<file path="src/qubt_pkg.sv">
// Shared types and constants of the queued UART bit transmitter.
package qubt_pkg;

    typedef enum logic [1:0] {
        PH_IDLE = 2'd0,
        PH_DATA = 2'd1,
        PH_STOP = 2'd2,
        PH_GAP  = 2'd3
    } t_phase;

    localparam logic       OP_TICK         = 1'b0;
    localparam logic       OP_BYTE         = 1'b1;
    localparam logic [7:0] TICK_MAX        = 8'd255;
    localparam logic [7:0] BIT_TICKS_RESET = 8'd2;
    localparam logic [3:0] DATA_BITS       = 4'd8;

    typedef struct packed {
        logic       opcode;
        logic [7:0] data_byte;
        logic       last_byte;
    } t_item;

    typedef struct packed {
        logic       tx_line;
        logic       busy_res;
        logic       dropped;
        logic [2:0] pending;
    } t_result;

endpackage

</file>
<file path="src/qubt_ram.sv">
// Generic single-write, single-read RAM with registered read data.
module qubt_ram #(
    parameter int WIDTH = 8,
    parameter int DEPTH = 16,
    localparam int AW = $clog2(DEPTH)
) (
    input  logic             i_clk,
    input  logic             i_we,
    input  logic [AW-1:0]    i_waddr,
    input  logic [WIDTH-1:0] i_wdata,
    input  logic [AW-1:0]    i_raddr,
    output logic [WIDTH-1:0] o_rdata
);

    logic [WIDTH-1:0] r_mem [DEPTH];
    logic [WIDTH-1:0] r_rdata;

    always_ff @(posedge i_clk) begin
        if (i_we) begin
            r_mem[i_waddr] <= i_wdata;
        end
        r_rdata <= r_mem[i_raddr];
    end

    assign o_rdata = r_rdata;

endmodule

</file>
<file path="src/qubt_ctrl.sv">
// Ring, fill and sender state with write access and forwarded reads of the message memories.
module qubt_ctrl #(
    parameter int MSG_SLOTS = 8,
    parameter int MSG_BYTES = 16,
    localparam int SLOT_W = $clog2(MSG_SLOTS),
    localparam int OFS_W  = (MSG_BYTES > 1) ? $clog2(MSG_BYTES) : 1,
    localparam int POS_W  = $clog2(MSG_BYTES + 1),
    localparam int ADDR_W = SLOT_W + OFS_W
) (
    input  logic                  i_clk,
    input  logic                  i_rst_n,
    input  logic                  i_adv,
    input  qubt_pkg::t_item       i_item,
    input  logic [7:0]            i_bit_ticks,
    output logic                  o_st_we,
    output logic [ADDR_W-1:0]     o_st_waddr,
    output logic [7:0]            o_st_wdata,
    output logic [ADDR_W-1:0]     o_st_raddr,
    input  logic [7:0]            i_st_rdata,
    output logic                  o_len_we,
    output logic [SLOT_W-1:0]     o_len_waddr,
    output logic [POS_W-1:0]      o_len_wdata,
    output logic [SLOT_W-1:0]     o_len_raddr,
    input  logic [POS_W-1:0]      i_len_rdata,
    output qubt_pkg::t_result     o_result
);
    import qubt_pkg::*;

    localparam logic [SLOT_W-1:0] LAST_SLOT = SLOT_W'(MSG_SLOTS - 1);
    localparam logic [POS_W-1:0]  BYTES_MAX = POS_W'(MSG_BYTES);
    localparam int                DIFF_W    = (SLOT_W + 1 > 3) ? SLOT_W + 1 : 3;

    function automatic logic [SLOT_W-1:0] slot_inc(input logic [SLOT_W-1:0] s);
        return (s == LAST_SLOT) ? '0 : s + 1'b1;
    endfunction

    function automatic logic [SLOT_W-1:0] slot_dec(input logic [SLOT_W-1:0] s);
        return (s == '0) ? LAST_SLOT : s - 1'b1;
    endfunction

    t_phase              r_phase, n_phase;
    logic [3:0]          r_bit_index, n_bit_index;
    logic [7:0]          r_shift_byte, n_shift_byte;
    logic [7:0]          r_tick_count, n_tick_count;
    logic                r_line_level, n_line_level;
    logic [SLOT_W-1:0]   r_ring_head, n_ring_head;
    logic [SLOT_W-1:0]   r_ring_tail, n_ring_tail;
    logic [POS_W-1:0]    r_fill_position, n_fill_position;
    logic [POS_W-1:0]    r_send_position, n_send_position;
    logic                r_sfwd_hit, n_sfwd_hit;
    logic [7:0]          r_sfwd_data;
    logic                r_lfwd_hit, n_lfwd_hit;
    logic [POS_W-1:0]    r_lfwd_data;

    logic [7:0]          bt;
    logic                is_byte;
    logic                room;
    logic                full;
    logic [SLOT_W-1:0]   head_next;
    logic [SLOT_W-1:0]   head_after;
    logic [POS_W-1:0]    fill_after;
    logic                commit;
    logic                dropped;
    logic [7:0]          tick_in;
    logic [ADDR_W-1:0]   cur_raddr;
    logic [7:0]          load_byte;
    logic [POS_W-1:0]    len_cur;
    logic [DIFF_W-1:0]   pend;

    assign bt         = (i_bit_ticks == 8'd0) ? 8'd1 : i_bit_ticks;
    assign is_byte    = (i_item.opcode == OP_BYTE);
    assign room       = (r_fill_position < BYTES_MAX);
    assign head_next  = slot_inc(r_ring_head);
    assign full       = (head_next == r_ring_tail);
    assign fill_after = room ? r_fill_position + 1'b1 : r_fill_position;
    assign commit     = i_adv && is_byte && i_item.last_byte && !full;
    assign dropped    = is_byte && (!room || (i_item.last_byte && full));
    assign head_after = commit ? head_next : r_ring_head;
    assign tick_in    = (!is_byte && r_tick_count != TICK_MAX) ? r_tick_count + 8'd1
                                                               : r_tick_count;

    assign o_st_we     = i_adv && is_byte && room;
    assign o_st_waddr  = {r_ring_head, r_fill_position[OFS_W-1:0]};
    assign o_st_wdata  = i_item.data_byte;
    assign o_len_we    = commit;
    assign o_len_waddr = r_ring_head;
    assign o_len_wdata = fill_after;

    assign cur_raddr = (r_phase == PH_IDLE) ? {r_ring_tail, {OFS_W{1'b0}}}
                     : {slot_dec(r_ring_tail), r_send_position[OFS_W-1:0]};
    assign load_byte = (o_st_we && o_st_waddr == cur_raddr) ? i_item.data_byte
                     : (r_sfwd_hit ? r_sfwd_data : i_st_rdata);
    assign len_cur   = r_lfwd_hit ? r_lfwd_data : i_len_rdata;

    always_comb begin
        t_phase            ph;
        logic [7:0]        tk;
        logic              lv;
        logic [3:0]        bi;
        logic [7:0]        sb;
        logic [SLOT_W-1:0] tl;
        logic [POS_W-1:0]  sp;
        ph = r_phase;
        tk = tick_in;
        lv = r_line_level;
        bi = r_bit_index;
        sb = r_shift_byte;
        tl = r_ring_tail;
        sp = r_send_position;
        case (ph)
            PH_IDLE: begin
                if (tl != head_after) begin
                    tl = slot_inc(tl);
                    sp = '0;
                    ph = PH_GAP;
                    if (tk >= bt) begin
                        sb = load_byte;
                        sp = sp + 1'b1;
                        lv = 1'b0;
                        bi = '0;
                        tk = '0;
                        ph = PH_DATA;
                    end
                end
            end
            PH_GAP: begin
                if (tk >= bt) begin
                    sb = load_byte;
                    sp = sp + 1'b1;
                    lv = 1'b0;
                    bi = '0;
                    tk = '0;
                    ph = PH_DATA;
                end
            end
            PH_DATA: begin
                if (tk >= bt) begin
                    lv = sb[bi[2:0]];
                    tk = '0;
                    bi = bi + 4'd1;
                    if (bi >= DATA_BITS) begin
                        ph = PH_STOP;
                    end
                end
            end
            PH_STOP: begin
                if (tk >= bt) begin
                    lv = 1'b1;
                    bi = '0;
                    tk = '0;
                    ph = PH_GAP;
                    if (sp >= len_cur) begin
                        ph = PH_IDLE;
                        if (tl != head_after) begin
                            tl = slot_inc(tl);
                            sp = '0;
                            ph = PH_GAP;
                        end
                    end
                end
            end
            default: begin
                ph = PH_IDLE;
            end
        endcase

        pend = DIFF_W'(head_after) - DIFF_W'(tl);
        if (head_after < tl) begin
            pend = pend + DIFF_W'(MSG_SLOTS);
        end

        o_result.tx_line  = lv;
        o_result.busy_res = (ph != PH_IDLE);
        o_result.dropped  = dropped;
        o_result.pending  = pend[2:0];

        n_phase         = r_phase;
        n_tick_count    = r_tick_count;
        n_line_level    = r_line_level;
        n_bit_index     = r_bit_index;
        n_shift_byte    = r_shift_byte;
        n_ring_tail     = r_ring_tail;
        n_ring_head     = r_ring_head;
        n_send_position = r_send_position;
        n_fill_position = r_fill_position;
        if (i_adv) begin
            n_phase         = ph;
            n_tick_count    = tk;
            n_line_level    = lv;
            n_bit_index     = bi;
            n_shift_byte    = sb;
            n_ring_tail     = tl;
            n_ring_head     = head_after;
            n_send_position = sp;
            if (is_byte) begin
                n_fill_position = i_item.last_byte ? '0 : fill_after;
            end
        end
    end

    assign o_st_raddr  = (n_phase == PH_IDLE) ? {n_ring_tail, {OFS_W{1'b0}}}
                       : {slot_dec(n_ring_tail), n_send_position[OFS_W-1:0]};
    assign o_len_raddr = slot_dec(n_ring_tail);
    assign n_sfwd_hit  = o_st_we && (o_st_waddr == o_st_raddr);
    assign n_lfwd_hit  = o_len_we && (o_len_waddr == o_len_raddr);

    always_ff @(posedge i_clk) begin
        if (!i_rst_n) begin
            r_phase         <= PH_IDLE;
            r_bit_index     <= '0;
            r_shift_byte    <= '0;
            r_tick_count    <= BIT_TICKS_RESET;
            r_line_level    <= 1'b1;
            r_ring_head     <= '0;
            r_ring_tail     <= '0;
            r_fill_position <= '0;
            r_send_position <= '0;
            r_sfwd_hit      <= 1'b0;
            r_lfwd_hit      <= 1'b0;
        end else begin
            r_phase         <= n_phase;
            r_bit_index     <= n_bit_index;
            r_shift_byte    <= n_shift_byte;
            r_tick_count    <= n_tick_count;
            r_line_level    <= n_line_level;
            r_ring_head     <= n_ring_head;
            r_ring_tail     <= n_ring_tail;
            r_fill_position <= n_fill_position;
            r_send_position <= n_send_position;
            r_sfwd_hit      <= n_sfwd_hit;
            r_lfwd_hit      <= n_lfwd_hit;
        end
    end

    always_ff @(posedge i_clk) begin
        r_sfwd_data <= o_st_wdata;
        r_lfwd_data <= o_len_wdata;
    end

endmodule

</file>
<file path="src/queued_uart_bit_transmitter.sv">
// Queued 8N1 UART bit transmitter: top level with handshakes, memories and result register.
//
// Input channel (i_valid / o_stall): each transaction is either a timer tick
// (opcode 0) or one message byte (opcode 1, last_byte ends the message).
// Output channel (o_valid / i_stall): one result per input transaction, in
// order: line level, busy flag, drop flag and number of waiting messages.
// Configuration channel (i_cfg_valid / o_cfg_ready): writes bit_ticks; ready
// is always high. Write it only while no transaction is in flight.
// Throughput is one transaction per clock while i_stall does not hold a result. A taken
// transaction is loaded into the processing stage, which uses the registered reads of the
// message store and length memory, and its result is then loaded into the result register
// when that register is free to advance.
// Reset clears the ring, the sender and both handshake stages at once; the
// memories need no clearing pass. While i_stall holds a result, one more
// transaction is taken into the processing stage, after which o_stall rises
// until the result register drains.
module queued_uart_bit_transmitter #(
    parameter int MSG_SLOTS = 8,
    parameter int MSG_BYTES = 16
) (
    input  logic       i_clk,
    input  logic       i_rst_n,
    input  logic       i_valid,
    output logic       o_stall,
    input  logic       i_opcode,
    input  logic [7:0] i_data_byte,
    input  logic       i_last_byte,
    output logic       o_valid,
    input  logic       i_stall,
    output logic       o_tx_line,
    output logic       o_busy_res,
    output logic       o_dropped,
    output logic [2:0] o_pending,
    input  logic       i_cfg_valid,
    output logic       o_cfg_ready,
    input  logic [7:0] i_cfg_data
);
    import qubt_pkg::*;

    localparam int SLOT_W      = $clog2(MSG_SLOTS);
    localparam int OFS_W       = (MSG_BYTES > 1) ? $clog2(MSG_BYTES) : 1;
    localparam int POS_W       = $clog2(MSG_BYTES + 1);
    localparam int ADDR_W      = SLOT_W + OFS_W;
    localparam int STORE_DEPTH = MSG_SLOTS << OFS_W;

    logic              r_s1_valid, n_s1_valid;
    t_item             r_s1_item;
    logic              r_out_valid, n_out_valid;
    t_result           r_out;
    logic [7:0]        r_bit_ticks;

    logic              w_adv;
    logic              w_in_acc;
    t_result           w_result;
    logic              w_st_we;
    logic [ADDR_W-1:0] w_st_waddr;
    logic [7:0]        w_st_wdata;
    logic [ADDR_W-1:0] w_st_raddr;
    logic [7:0]        w_st_rdata;
    logic              w_len_we;
    logic [SLOT_W-1:0] w_len_waddr;
    logic [POS_W-1:0]  w_len_wdata;
    logic [SLOT_W-1:0] w_len_raddr;
    logic [POS_W-1:0]  w_len_rdata;

    assign w_adv       = r_s1_valid && (!r_out_valid || !i_stall);
    assign o_stall     = r_s1_valid && r_out_valid && i_stall;
    assign w_in_acc    = i_valid && !o_stall;
    assign n_s1_valid  = w_in_acc || (r_s1_valid && !w_adv);
    assign n_out_valid = w_adv || (r_out_valid && i_stall);
    assign o_cfg_ready = 1'b1;

    always_ff @(posedge i_clk) begin
        if (!i_rst_n) begin
            r_s1_valid  <= 1'b0;
            r_out_valid <= 1'b0;
            r_bit_ticks <= BIT_TICKS_RESET;
        end else begin
            r_s1_valid  <= n_s1_valid;
            r_out_valid <= n_out_valid;
            if (i_cfg_valid && o_cfg_ready) begin
                r_bit_ticks <= i_cfg_data;
            end
        end
    end

    always_ff @(posedge i_clk) begin
        if (w_in_acc) begin
            r_s1_item.opcode    <= i_opcode;
            r_s1_item.data_byte <= i_data_byte;
            r_s1_item.last_byte <= i_last_byte;
        end
        if (w_adv) begin
            r_out <= w_result;
        end
    end

    qubt_ram #(
        .WIDTH(8),
        .DEPTH(STORE_DEPTH)
    ) u_store (
        .i_clk  (i_clk),
        .i_we   (w_st_we),
        .i_waddr(w_st_waddr),
        .i_wdata(w_st_wdata),
        .i_raddr(w_st_raddr),
        .o_rdata(w_st_rdata)
    );

    qubt_ram #(
        .WIDTH(POS_W),
        .DEPTH(MSG_SLOTS)
    ) u_length (
        .i_clk  (i_clk),
        .i_we   (w_len_we),
        .i_waddr(w_len_waddr),
        .i_wdata(w_len_wdata),
        .i_raddr(w_len_raddr),
        .o_rdata(w_len_rdata)
    );

    qubt_ctrl #(
        .MSG_SLOTS(MSG_SLOTS),
        .MSG_BYTES(MSG_BYTES)
    ) u_ctrl (
        .i_clk      (i_clk),
        .i_rst_n    (i_rst_n),
        .i_adv      (w_adv),
        .i_item     (r_s1_item),
        .i_bit_ticks(r_bit_ticks),
        .o_st_we    (w_st_we),
        .o_st_waddr (w_st_waddr),
        .o_st_wdata (w_st_wdata),
        .o_st_raddr (w_st_raddr),
        .i_st_rdata (w_st_rdata),
        .o_len_we   (w_len_we),
        .o_len_waddr(w_len_waddr),
        .o_len_wdata(w_len_wdata),
        .o_len_raddr(w_len_raddr),
        .i_len_rdata(w_len_rdata),
        .o_result   (w_result)
    );

    assign o_valid    = r_out_valid;
    assign o_tx_line  = r_out.tx_line;
    assign o_busy_res = r_out.busy_res;
    assign o_dropped  = r_out.dropped;
    assign o_pending  = r_out.pending;

    a_adv_makes_result: assert property (@(posedge i_clk) disable iff (!i_rst_n)
        w_adv |=> o_valid)
        else $error("processed transaction produced no result");

    a_no_stage_overwrite: assert property (@(posedge i_clk) disable iff (!i_rst_n)
        (w_in_acc && r_s1_valid) |-> w_adv)
        else $error("processing stage overwritten while held");

    a_idle_ring_empty: assert property (@(posedge i_clk) disable iff (!i_rst_n)
        (o_valid && !o_busy_res) |-> (o_pending == 3'd0))
        else $error("sender idle while messages wait");

    a_idle_line_high: assert property (@(posedge i_clk) disable iff (!i_rst_n)
        (o_valid && !o_busy_res) |-> o_tx_line)
        else $error("line low while sender idle");

endmodule

</file>
<file path="config.mk">
export PLATFORM = sky130hd
export DESIGN_NAME = queued_uart_bit_transmitter
export DESIGN_NICKNAME = d
export VERILOG_FILES = /design/src/qubt_pkg.sv /design/src/qubt_ram.sv /design/src/qubt_ctrl.sv /design/src/queued_uart_bit_transmitter.sv
export SDC_FILE = /design/constraint.sdc
export NUM_CORES = 2
export LEC_CHECK = 0
export BUFFER_PORTS_ARGS = -buffer_cell sky130_fd_sc_hd__buf_2
export CORE_MARGIN = 2
export CORE_UTILIZATION = 63
export CTS_CLUSTER_SIZE = 16
export DETAILED_ROUTE_END_ITERATION = 10
export MAX_ROUTING_LAYER = met4
export PLACE_DENSITY_LB_ADDON = 0.3
export RECOVER_POWER = 50
export SYNTH_ARGS = -nofsm -noshare
export SYNTH_HDL_FRONTEND = slang
export SYNTH_SLANG_ARGS = --single-unit
export TNS_END_PERCENT = 20
</file>
<file path="constraint.sdc">
create_clock -name i_clk -period 6.08 [get_ports i_clk]
set_clock_uncertainty 0.1 [all_clocks]
set_input_delay 0.304 -clock i_clk [delete_from_list [all_inputs] [get_ports i_clk]]
set_output_delay 0.304 -clock i_clk [all_outputs]
set_load 0.02 [all_outputs]
</file>
# After elaboration in Yosys (flattened, before gate mapping)
# Memories as Yosys holds them, arrays and structs flattened. A register that Yosys moved wholly into a read port is not among the register bits.
# Cells that the tools add are included.
classes:
  div_mod_pow: 0
  n_eq_ne: 17
  n_shift: 0
  addsub: 10
  n_lt_le_gt_ge: 6
  mul: 0
  n_mux: 59
  reduce_logical: 41
  n_bitwise: 0
ops:
  columns: ["cell", "n"]
  rows:
  - ["$mux W8", 8]
  - ["$mux W5", 8]
  - ["$pmux W8 S2", 2]
  - ["$mux W3", 10]
  - ["$mux W2", 9]
  - ["$logic_and A1 B1 Y1", 16]
  - ["$mux W4", 4]
  - ["$pmux W5 S3", 1]
  - ["$eq A7 B7 Y1", 2]
  - ["$mux W7", 2]
  - ["$pmux W4 S3", 1]
  - ["$add A5 B1 Y5 const B", 2]
  - ["$mux W1", 10]
  - ["$ne A2 B1 Y1 const B", 5]
  - ["$add A3 B1 Y3 const B", 3]
  - ["$add A8 B1 Y8 const B", 1]
  - ["$ge A8 B8 Y1", 1]
  - ["$logic_not A8 Y1", 1]
  - ["$ne A8 B8 Y1 const B", 1]
  - ["$pmux W2 S4", 1]
  - ["$logic_not A1 Y1", 7]
  - ["$reduce_and A7 Y1", 1]
  - ["$eq A3 B3 Y1", 2]
  - ["$eq A3 B3 Y1 const B", 2]
  - ["other kinds (24)", 33]
totals:
  rom_bits: 0
  inputBits: 23
  mem_count: 2
  out_inout_bits: 9
  mem_bits_rw: 1064
  ff_bits: 80
  elab_cells: 159
  latch_bits: 0
memory_table:
  columns: ["memory", "depth", "word_bits", "read_ports", "rd_clocked_by_memory_dff", "write_ports", "line", "source"]
  rows:
  - ["u_store.r_mem", 128, 8, 1, 1, 1, "qubt_ram.sv:15", "logic [WIDTH-1:0] r_mem [DEPTH];"]
  - ["u_length.r_mem", 8, 5, 1, 1, 1, "qubt_ram.sv:15", null]

# Longest topological paths before layout
logic_depth:
  depth_word: 18
  ltp_mapped: 26
  ltp_nobuf: 24

# Hierarchy
# From an unflattened synthesis, not the netlist that was laid out.
unflattened:
  hier_cells: 2242
  hier_area_um2: 46213.1
modules_own_cells:
  columns: ["module", "instances", "area_each_um2", "cells_each", "seq_area_each_um2"]
  rows:
  - ["qubt_ram (u_store)", 1, 39665.5, 1635, 30909.6]
  - ["qubt_ctrl", 1, 3983.8, 481, 1081.0]
  - ["qubt_ram (u_length)", 1, 1694.1, 75, 1301.2]
  - ["queued_uart_bit_transmitter", 1, 869.6, 51, 680.7]

# Worst setup path after synthesis
# Ideal clock, no wire load.
synth_timing:
  kind: "reg2reg"
  start: "reg u_ctrl.r_tick_count[0]"
  end: "reg u_store.r_rdata[6] (netlist: u_store.o_rdata[6]), read port of u_store.r_mem"
  period_less_slack_ns: 5.621
  path_slack_ns: 0.459
  n_path_buf: 4
  arrival_time_ns: 5.404
  stages_incl_launch_ff: 26
  required_ns: 5.864
  path_cell_list: "dfxtp_1 ha_1 nand3_1 o31a_1 and4_1 nand3_1 xnor2_1 ha_1 and4_1 a21oi_1 o221a_2 clkbuf_1 nor2_1 a21oi_1 nor3_1 a32oi_4 buf_2 ha_1 ha_1 clkbuf_1 mux2i_1 buf_2 nand2_1 a211oi_1 a22oi_1 and4_1"
synth_via:
  elab_chain_cells: 10
synth_lines:
  columns: ["item", "line", "source"]
  rows:
  - ["start: declaration", "qubt_ctrl.sv:44", "logic [7:0] r_tick_count, n_tick_count;"]
  - ["start signal: assignment", "qubt_ctrl.sv:224", "r_tick_count <= n_tick_count;"]
  - ["branches (longest 2 deep; another with $add A8 B1 Y8)", null, null]
  - ["$mux W8 (*)", "qubt_ctrl.sv:79", "assign tick_in = (!is_byte && r_tick_count != TICK_MAX) ? r_tick_count + 8'd1"]
  - ["$ge A8 B8 Y1 (*)", null, null]
  - ["$mux W3 or $mux W2 (tied branches)", "qubt_ctrl.sv:147, qubt_ctrl.sv:116", null]
  - ["$pmux W3 S2 or $mux W2 (tied branches)", "qubt_ctrl.sv:110, qubt_ctrl.sv:112", null]
  - ["$mux W3 or $pmux W2 S4 (tied branches)", "qubt_ctrl.sv:186, qubt_ctrl.sv:110", null]
  - ["$sub A3 B1 Y3, or another cell as far along", "qubt_ctrl.sv:38", "return (s == '0) ? LAST_SLOT : s - 1'b1;"]
  - ["$mux W3 or $logic_not A2 Y1 (tied branches)", "qubt_ctrl.sv:38, qubt_ctrl.sv:201", null]
  - ["$mux W7 (*)", "qubt_ctrl.sv:201", "assign o_st_raddr = (n_phase == PH_IDLE) ? {n_ring_tail, {OFS_W{1'b0}}}"]
  - ["end: declaration", "qubt_ram.sv:16", "logic [WIDTH-1:0] r_rdata;"]
# Mark *: on every way between the ends. The select of a mux whose other input is x is not followed.
# A chain may end at the register's enable or synchronous reset.

# Worst setup path in the final report
layout_timing:
  start: "reg r_s1_item[9] (netlist bit)"
  end: "reg u_store.r_rdata[6] (netlist: u_store.o_rdata[6]), read port of u_store.r_mem"
layout_via:
  elab_chain_cells: 13
layout_lines:
  columns: ["item", "line", "source"]
  rows:
  - ["start: declaration", "queued_uart_bit_transmitter.sv:47", "t_item r_s1_item;"]
  - ["branches (longest 12 deep; another with $ge A8 B8 Y1)", null, null]
  - ["$mux W7 (*)", "qubt_ctrl.sv:201", null]
# Marked as above.

==> run_summary.xml <==
<?xml version="1.0" encoding="UTF-8"?>
<metrics>
  <group name="routing">
    <metric name="drc_errors" unit="">0</metric>
    <metric name="finalWirelength" unit="mm">146</metric>
    <metric name="wire_per_inst" unit="um">32.6</metric>
    <metric name="drtPass1Iterations" unit="">6</metric>
    <metric name="initialDrtViolationCount" unit="">5446</metric>
    <metric name="antenna_left" unit="">0</metric>
    <metric name="drt-vias-per-instance" unit="">7.15</metric>
    <metric name="routed-via-count" unit="">31958</metric>
  </group>
  <group name="clock_tree">
    <metric name="cts-buffers-inserted" unit="">111</metric>
    <metric name="numClockSinks" unit="">1157</metric>
    <metric name="worst_skew_pair_latency" unit="ns">0.71</metric>
    <metric name="cts-htree-levels" unit="">3</metric>
    <metric name="clock-root-buffer" unit="">sky130_fd_sc_hd__clkbuf_16</metric>
    <metric name="tritoncts_clock_tree" unit="">built</metric>
    <metric name="clock_tree.buffer_depth" unit="">3</metric>
    <metric name="worst_setup_hold_path_clk_slew" unit="ns">0.07</metric>
  </group>
  <group name="pwr">
    <metric name="max-vdd-ir-drop" unit="mV">0.287</metric>
    <metric name="power.static_leakage" unit="uW">0.0175</metric>
    <metric name="power.density" unit="nW/um2">306</metric>
  </group>
  <group name="timing">
    <metric name="fmaxAchievable" unit="MHz">167</metric>
    <metric name="final-hold-violation-count" unit="">0</metric>
    <metric name="final.period_utilization" unit="%">98.2</metric>
    <metric name="timing.final.ws_setup" unit="ns">0.108</metric>
    <metric name="rsz0062_at_grt" unit="">true</metric>
    <metric name="setup_total_negative_slack" unit="ns">0</metric>
    <metric name="setup_violations" unit="">0</metric>
    <metric name="holdWs" unit="ns">0.00839</metric>
    <metric name="post-route-min-period" unit="ns">5.97</metric>
    <metric name="timing.slew.headroom" unit="%">-252</metric>
    <metric name="worstMarginPinSlew" unit="ns">5.27</metric>
    <metric name="timing_max_transition_violations_final" unit="">1018</metric>
  </group>
  <group name="layout">
    <metric name="fillers" unit="">4796</metric>
    <metric name="finish.instance_area" unit="um2">53200</metric>
    <metric name="finish.cell_count_without_fillers" unit="">4471</metric>
    <metric name="multi_input_logic_area" unit="um2">12400</metric>
    <metric name="layout-drive-gt1-share" unit="%">13.5</metric>
    <metric name="final_nets" unit="">3460</metric>
    <metric name="synthToLayoutAreaGrowth" unit="%">12.4</metric>
    <metric name="register_area" unit="um2">34000</metric>
  </group>
  <group name="critical_path">
    <metric name="critical_path_depth" unit="">22</metric>
    <metric name="critical_path.endpoint_type" unit="">register</metric>
    <metric name="path_cells" unit="">inv_1 -&gt; o31a_1 -&gt; nand4_1 -&gt; nor2_1 -&gt; xor2_1 -&gt; ha_1 -&gt; and4_1 -&gt; a21oi_1 -&gt; o221a_4 -&gt; buf_4 -&gt; nand2_1 -&gt; o221a_2 -&gt; a21oi_4 -&gt; o22ai_4 -&gt; buf_12 -&gt; buf_12 -&gt; o221ai_1 -&gt; o21ai_0 -&gt; o21ai_1 -&gt; o21ai_0 -&gt; buf_4 -&gt; and4_1</metric>
    <metric name="critical_path_arrival" unit="ns">6.46</metric>
    <metric name="crit_path_start_kind" unit="">register</metric>
    <metric name="critical_path.max_fanout" unit="">25</metric>
    <metric name="crit_path_buffers_inverters" unit="">5</metric>
    <metric name="critical_path_required" unit="ns">6.57</metric>
    <metric name="setup_slack_of_the_most_critical_reg_to_reg_path" unit="ns">0.11</metric>
    <metric name="critPathKind" unit="">register to register</metric>
    <metric name="critical-path-max-stage-delay" unit="ns">0.50</metric>
    <metric name="worst_path_dominant_cell_family" unit="">compound AO/OA/AOI/OAI gates</metric>
    <metric name="reg2regPathDepth" unit="">22</metric>
    <metric name="critical_path.slowest_cell" unit="">sky130_fd_sc_hd__edfxtp_1</metric>
  </group>
  <group name="logic_synthesis">
    <metric name="count_of_flip_flops_with_a_built_in_enable_after_synthesis" unit="">1080</metric>
    <metric name="yosys_most_used_dff" unit="">sky130_fd_sc_hd__edfxtp_1</metric>
    <metric name="synth_seq_cells" unit="">1157</metric>
    <metric name="synth.yosys.warnings" unit="">0</metric>
    <metric name="post_syn_nets" unit="">3341</metric>
    <metric name="synthesis.instances" unit="">3286</metric>
    <metric name="async_set_reset_flop_share_out_of_synthesis" unit="%">0</metric>
    <metric name="synth_cell_types" unit="">100</metric>
    <metric name="synth.yosys.seq_area_share" unit="%">71.8</metric>
    <metric name="mappedNetlistArea" unit="um2">47300</metric>
    <metric name="per_instance_average_area_after_synthesis" unit="um2">14.4</metric>
  </group>
  <group name="status">
    <metric name="violations" unit="">max-capacitance violations, max-slew violations</metric>
    <metric name="run_status" unit="">finished with violations</metric>
  </group>
  <group name="placed_design">
    <metric name="dpl_worst_slack" unit="ns">-0.448</metric>
    <metric name="placedInstanceArea" unit="um2">49300</metric>
    <metric name="dp_cells" unit="">4219</metric>
    <metric name="port-buffer-count" unit="">30</metric>
    <metric name="gp_routability_congestion" unit="">0.972</metric>
    <metric name="dp_hpwl" unit="mm">88.2</metric>
  </group>
  <group name="grt">
    <metric name="wire_length_of_the_first_global_routing_pass" unit="mm">211</metric>
    <metric name="grt_use_total" unit="%">38.7</metric>
    <metric name="grt_max_degree" unit="">131</metric>
    <metric name="global_route.overflow_total" unit="">0</metric>
    <metric name="vias_in_the_first_global_route" unit="">31102</metric>
    <metric name="grt_antenna_before_repair" unit="">5</metric>
  </group>
  <group name="die">
    <metric name="fp.coreArea" unit="um2">74400</metric>
    <metric name="die_w" unit="um">278</metric>
    <metric name="num_rows" unit="">100</metric>
    <metric name="die_h" unit="um">278</metric>
    <metric name="ioPinCount" unit="">32</metric>
    <metric name="dieArea" unit="um2">77400</metric>
    <metric name="initial_util" unit="%">63.6</metric>
  </group>
  <group name="job">
    <metric name="timing.max_cap.violations" unit="">13</metric>
  </group>
  <group name="hold_path">
    <metric name="worst_hold_stages" unit="">3</metric>
    <metric name="timing.hold.worst.class" unit="">input port to register</metric>
  </group>
</metrics>
-- through the flow --
step | total power (uW) | util (%)
floorplan | 9370 | -
global placement | 9740 | 66.3
detailed placement | 9760 | 66.3
CTS | 16200 | 71.3
global route | 16600 | 71.5
finish | 16300 | 71.5
-- repair_timing --
item                                    CTS  global route
hold buffers                             30             0
hold endpoints to repair                 24             0
resized for setup                         6            14
gates cloned                              0             1
pin swaps                                 1             6
setup buffers                             0            11
endpoints found under the setup margin    2             8
-- state kept, by name, indices dropped and copies added (netlist names), 2 cells and up --
register	cells
u_ctrl.r_phase	2
u_ctrl.r_sfwd_data	8
o_pending	3
u_ctrl.r_lfwd_data	5
u_ctrl.r_bit_index	4
r_bit_ticks	8
u_ctrl.o_len_waddr	3
u_ctrl.r_ring_tail	3
u_length.r_mem	40
u_ctrl.r_tick_count	8
u_ctrl.r_shift_byte	8
u_store.r_mem	1024
u_ctrl.r_send_position	5
u_store.o_rdata	8
u_length.o_rdata	5
r_s1_item	10
u_ctrl.r_fill_position	5
-- cells in the final DEF (no fill, tap or decap), types with 8 or more instances in the layout --
cell type / synthesis / routed
sky130_fd_sc_hd__nand3_1: 128 / 126
sky130_fd_sc_hd__o211ai_1: 29 / 29
sky130_fd_sc_hd__o2111ai_1: 32 / 32
sky130_fd_sc_hd__buf_4: 28 / 113
sky130_fd_sc_hd__o21ai_1: 11 / 10
sky130_fd_sc_hd__buf_12: 0 / 35
sky130_fd_sc_hd__dlygate4sd3_1: 0 / 30
sky130_fd_sc_hd__nor2b_1: 13 / 13
sky130_fd_sc_hd__nand2_1: 380 / 378
sky130_fd_sc_hd__a31oi_1: 44 / 43
sky130_fd_sc_hd__o21ai_0: 111 / 110
sky130_fd_sc_hd__nor3_1: 33 / 29
sky130_fd_sc_hd__ha_1: 31 / 31
sky130_fd_sc_hd__o22ai_1: 55 / 54
sky130_fd_sc_hd__xnor2_1: 25 / 26
sky130_fd_sc_hd__a221oi_1: 33 / 33
sky130_fd_sc_hd__clkbuf_1: 77 / 41
sky130_fd_sc_hd__buf_2: 82 / 20
sky130_fd_sc_hd__mux2_2: 48 / 47
sky130_fd_sc_hd__clkbuf_2: 0 / 8
sky130_fd_sc_hd__inv_1: 27 / 28
sky130_fd_sc_hd__o221ai_1: 123 / 123
sky130_fd_sc_hd__a22oi_1: 17 / 16
sky130_fd_sc_hd__xor2_1: 8 / 8
sky130_fd_sc_hd__clkinv_1: 0 / 30
sky130_fd_sc_hd__edfxtp_1: 1080 / 1080
sky130_fd_sc_hd__clkinv_2: 0 / 19
sky130_fd_sc_hd__nand4_1: 18 / 18
sky130_fd_sc_hd__mux2i_1: 112 / 112
sky130_fd_sc_hd__clkbuf_16: 0 / 114
sky130_fd_sc_hd__mux4_2: 17 / 17
sky130_fd_sc_hd__nor2_1: 249 / 246
sky130_fd_sc_hd__dfxtp_1: 77 / 77
sky130_fd_sc_hd__a21oi_1: 143 / 141
sky130_fd_sc_hd__nor4_1: 9 / 8
sky130_fd_sc_hd__a221o_1: 9 / 9
sky130_fd_sc_hd__a211oi_1: 24 / 23
-- final timing paths --
check                                            from                             endpoint
hold / removal                            i_cfg_valid          r_bit_ticks[5]$_SDFFE_PN0P_
hold reg to reg   u_ctrl.r_shift_byte[0]$_SDFFE_PN0P_  u_ctrl.r_shift_byte[0]$_SDFFE_PN0P_
setup / recovery               r_s1_item[9]$_DFFE_PP_           u_store.o_rdata[6]$_DFF_P_
setup reg to reg               r_s1_item[9]$_DFFE_PP_           u_store.o_rdata[6]$_DFF_P_
-- metal layers --
layer  vias to the layer above  track usage [%]  share of wire (%)
met5                         -                -                  0
met4                         0             21.7                6.5
met3                       562             9.64                 14
met2                      2605             57.1                 45
met1                     15677             49.6                 35
li1                      13114                -                  -
-- Yosys cell counts (all sizes together) (6+ instances only) --
cell / n / area (um2)
a22oi: 18 / 140
and3: 6 / 37.5
o221ai: 123 / 1080
a211oi: 26 / 205
nor2: 257 / 995
a221oi: 37 / 349
a31o: 6 / 52.6
a31oi: 46 / 309
inv: 28 / 105
o31ai: 7 / 66.3
nand3: 128 / 641
buf: 142 / 831
xnor2: 26 / 235
o221a: 7 / 78.8
a21oi: 150 / 800
mux2: 50 / 571
o2111ai: 33 / 295
a311oi: 7 / 61.3
mux4: 17 / 383
ha: 31 / 388
xor2: 8 / 70.1
nand2: 384 / 1450
a21o: 8 / 60.1
nand4: 18 / 113
o21ai: 129 / 702
o211ai: 29 / 218
a222oi: 6 / 60.1
nor2b: 13 / 81.3
nor3: 34 / 175
mux2i: 115 / 1190
a22o: 7 / 61.3
o311ai: 6 / 52.6
nor4: 9 / 56.3
edfxtp: 1080 / 32400
nand2b: 6 / 37.5
clkbuf: 77 / 289
a221o: 9 / 90.1
dfxtp: 77 / 1540
o22ai: 57 / 369
-- kinds of logic after synthesis --
kind of cell             after synthesis  share of synthesized area (%)
multiplexers                         182                           4.52
adder cells (fa/ha/maj)               32                          0.862
XOR/XNOR                              34                          0.645
buffers and inverters                247                           2.59
AO/OA/AOI/OAI                        756                           11.7
AND/OR/NAND/NOR                      877                           7.95
flip-flops                          1157                           71.8
other                                  1                        0.00792
-- area by class of cell --
cell class	instances	area share, %
Antenna cell	7	0.0329
Clock buffer	138	5.51
Clock inverter	65	0.959
Inverter	28	0.197
Multi-Input combinational cell	1882	23.3
Sequential cell	1157	63.8
Tap cell	969	2.28
Timing Repair Buffer	225	3.93
-- tightest hold or removal path: cells and delay by family --
family        cells  cell delay (ns)
simple gates      1             0.11
buf+inv           1             0.18
mux               1             0.15
-- report_power, final --
part | total [uW] | leakage, uW | internal, uW | switching [uW]
Sequential | 8820 | 0.0103 | 8760 | 57.9
Clock | 6620 | 0.00168 | 3670 | 2950
Combinational | 856 | 0.00548 | 260 | 596
Power figures use the tool's default switching activity.
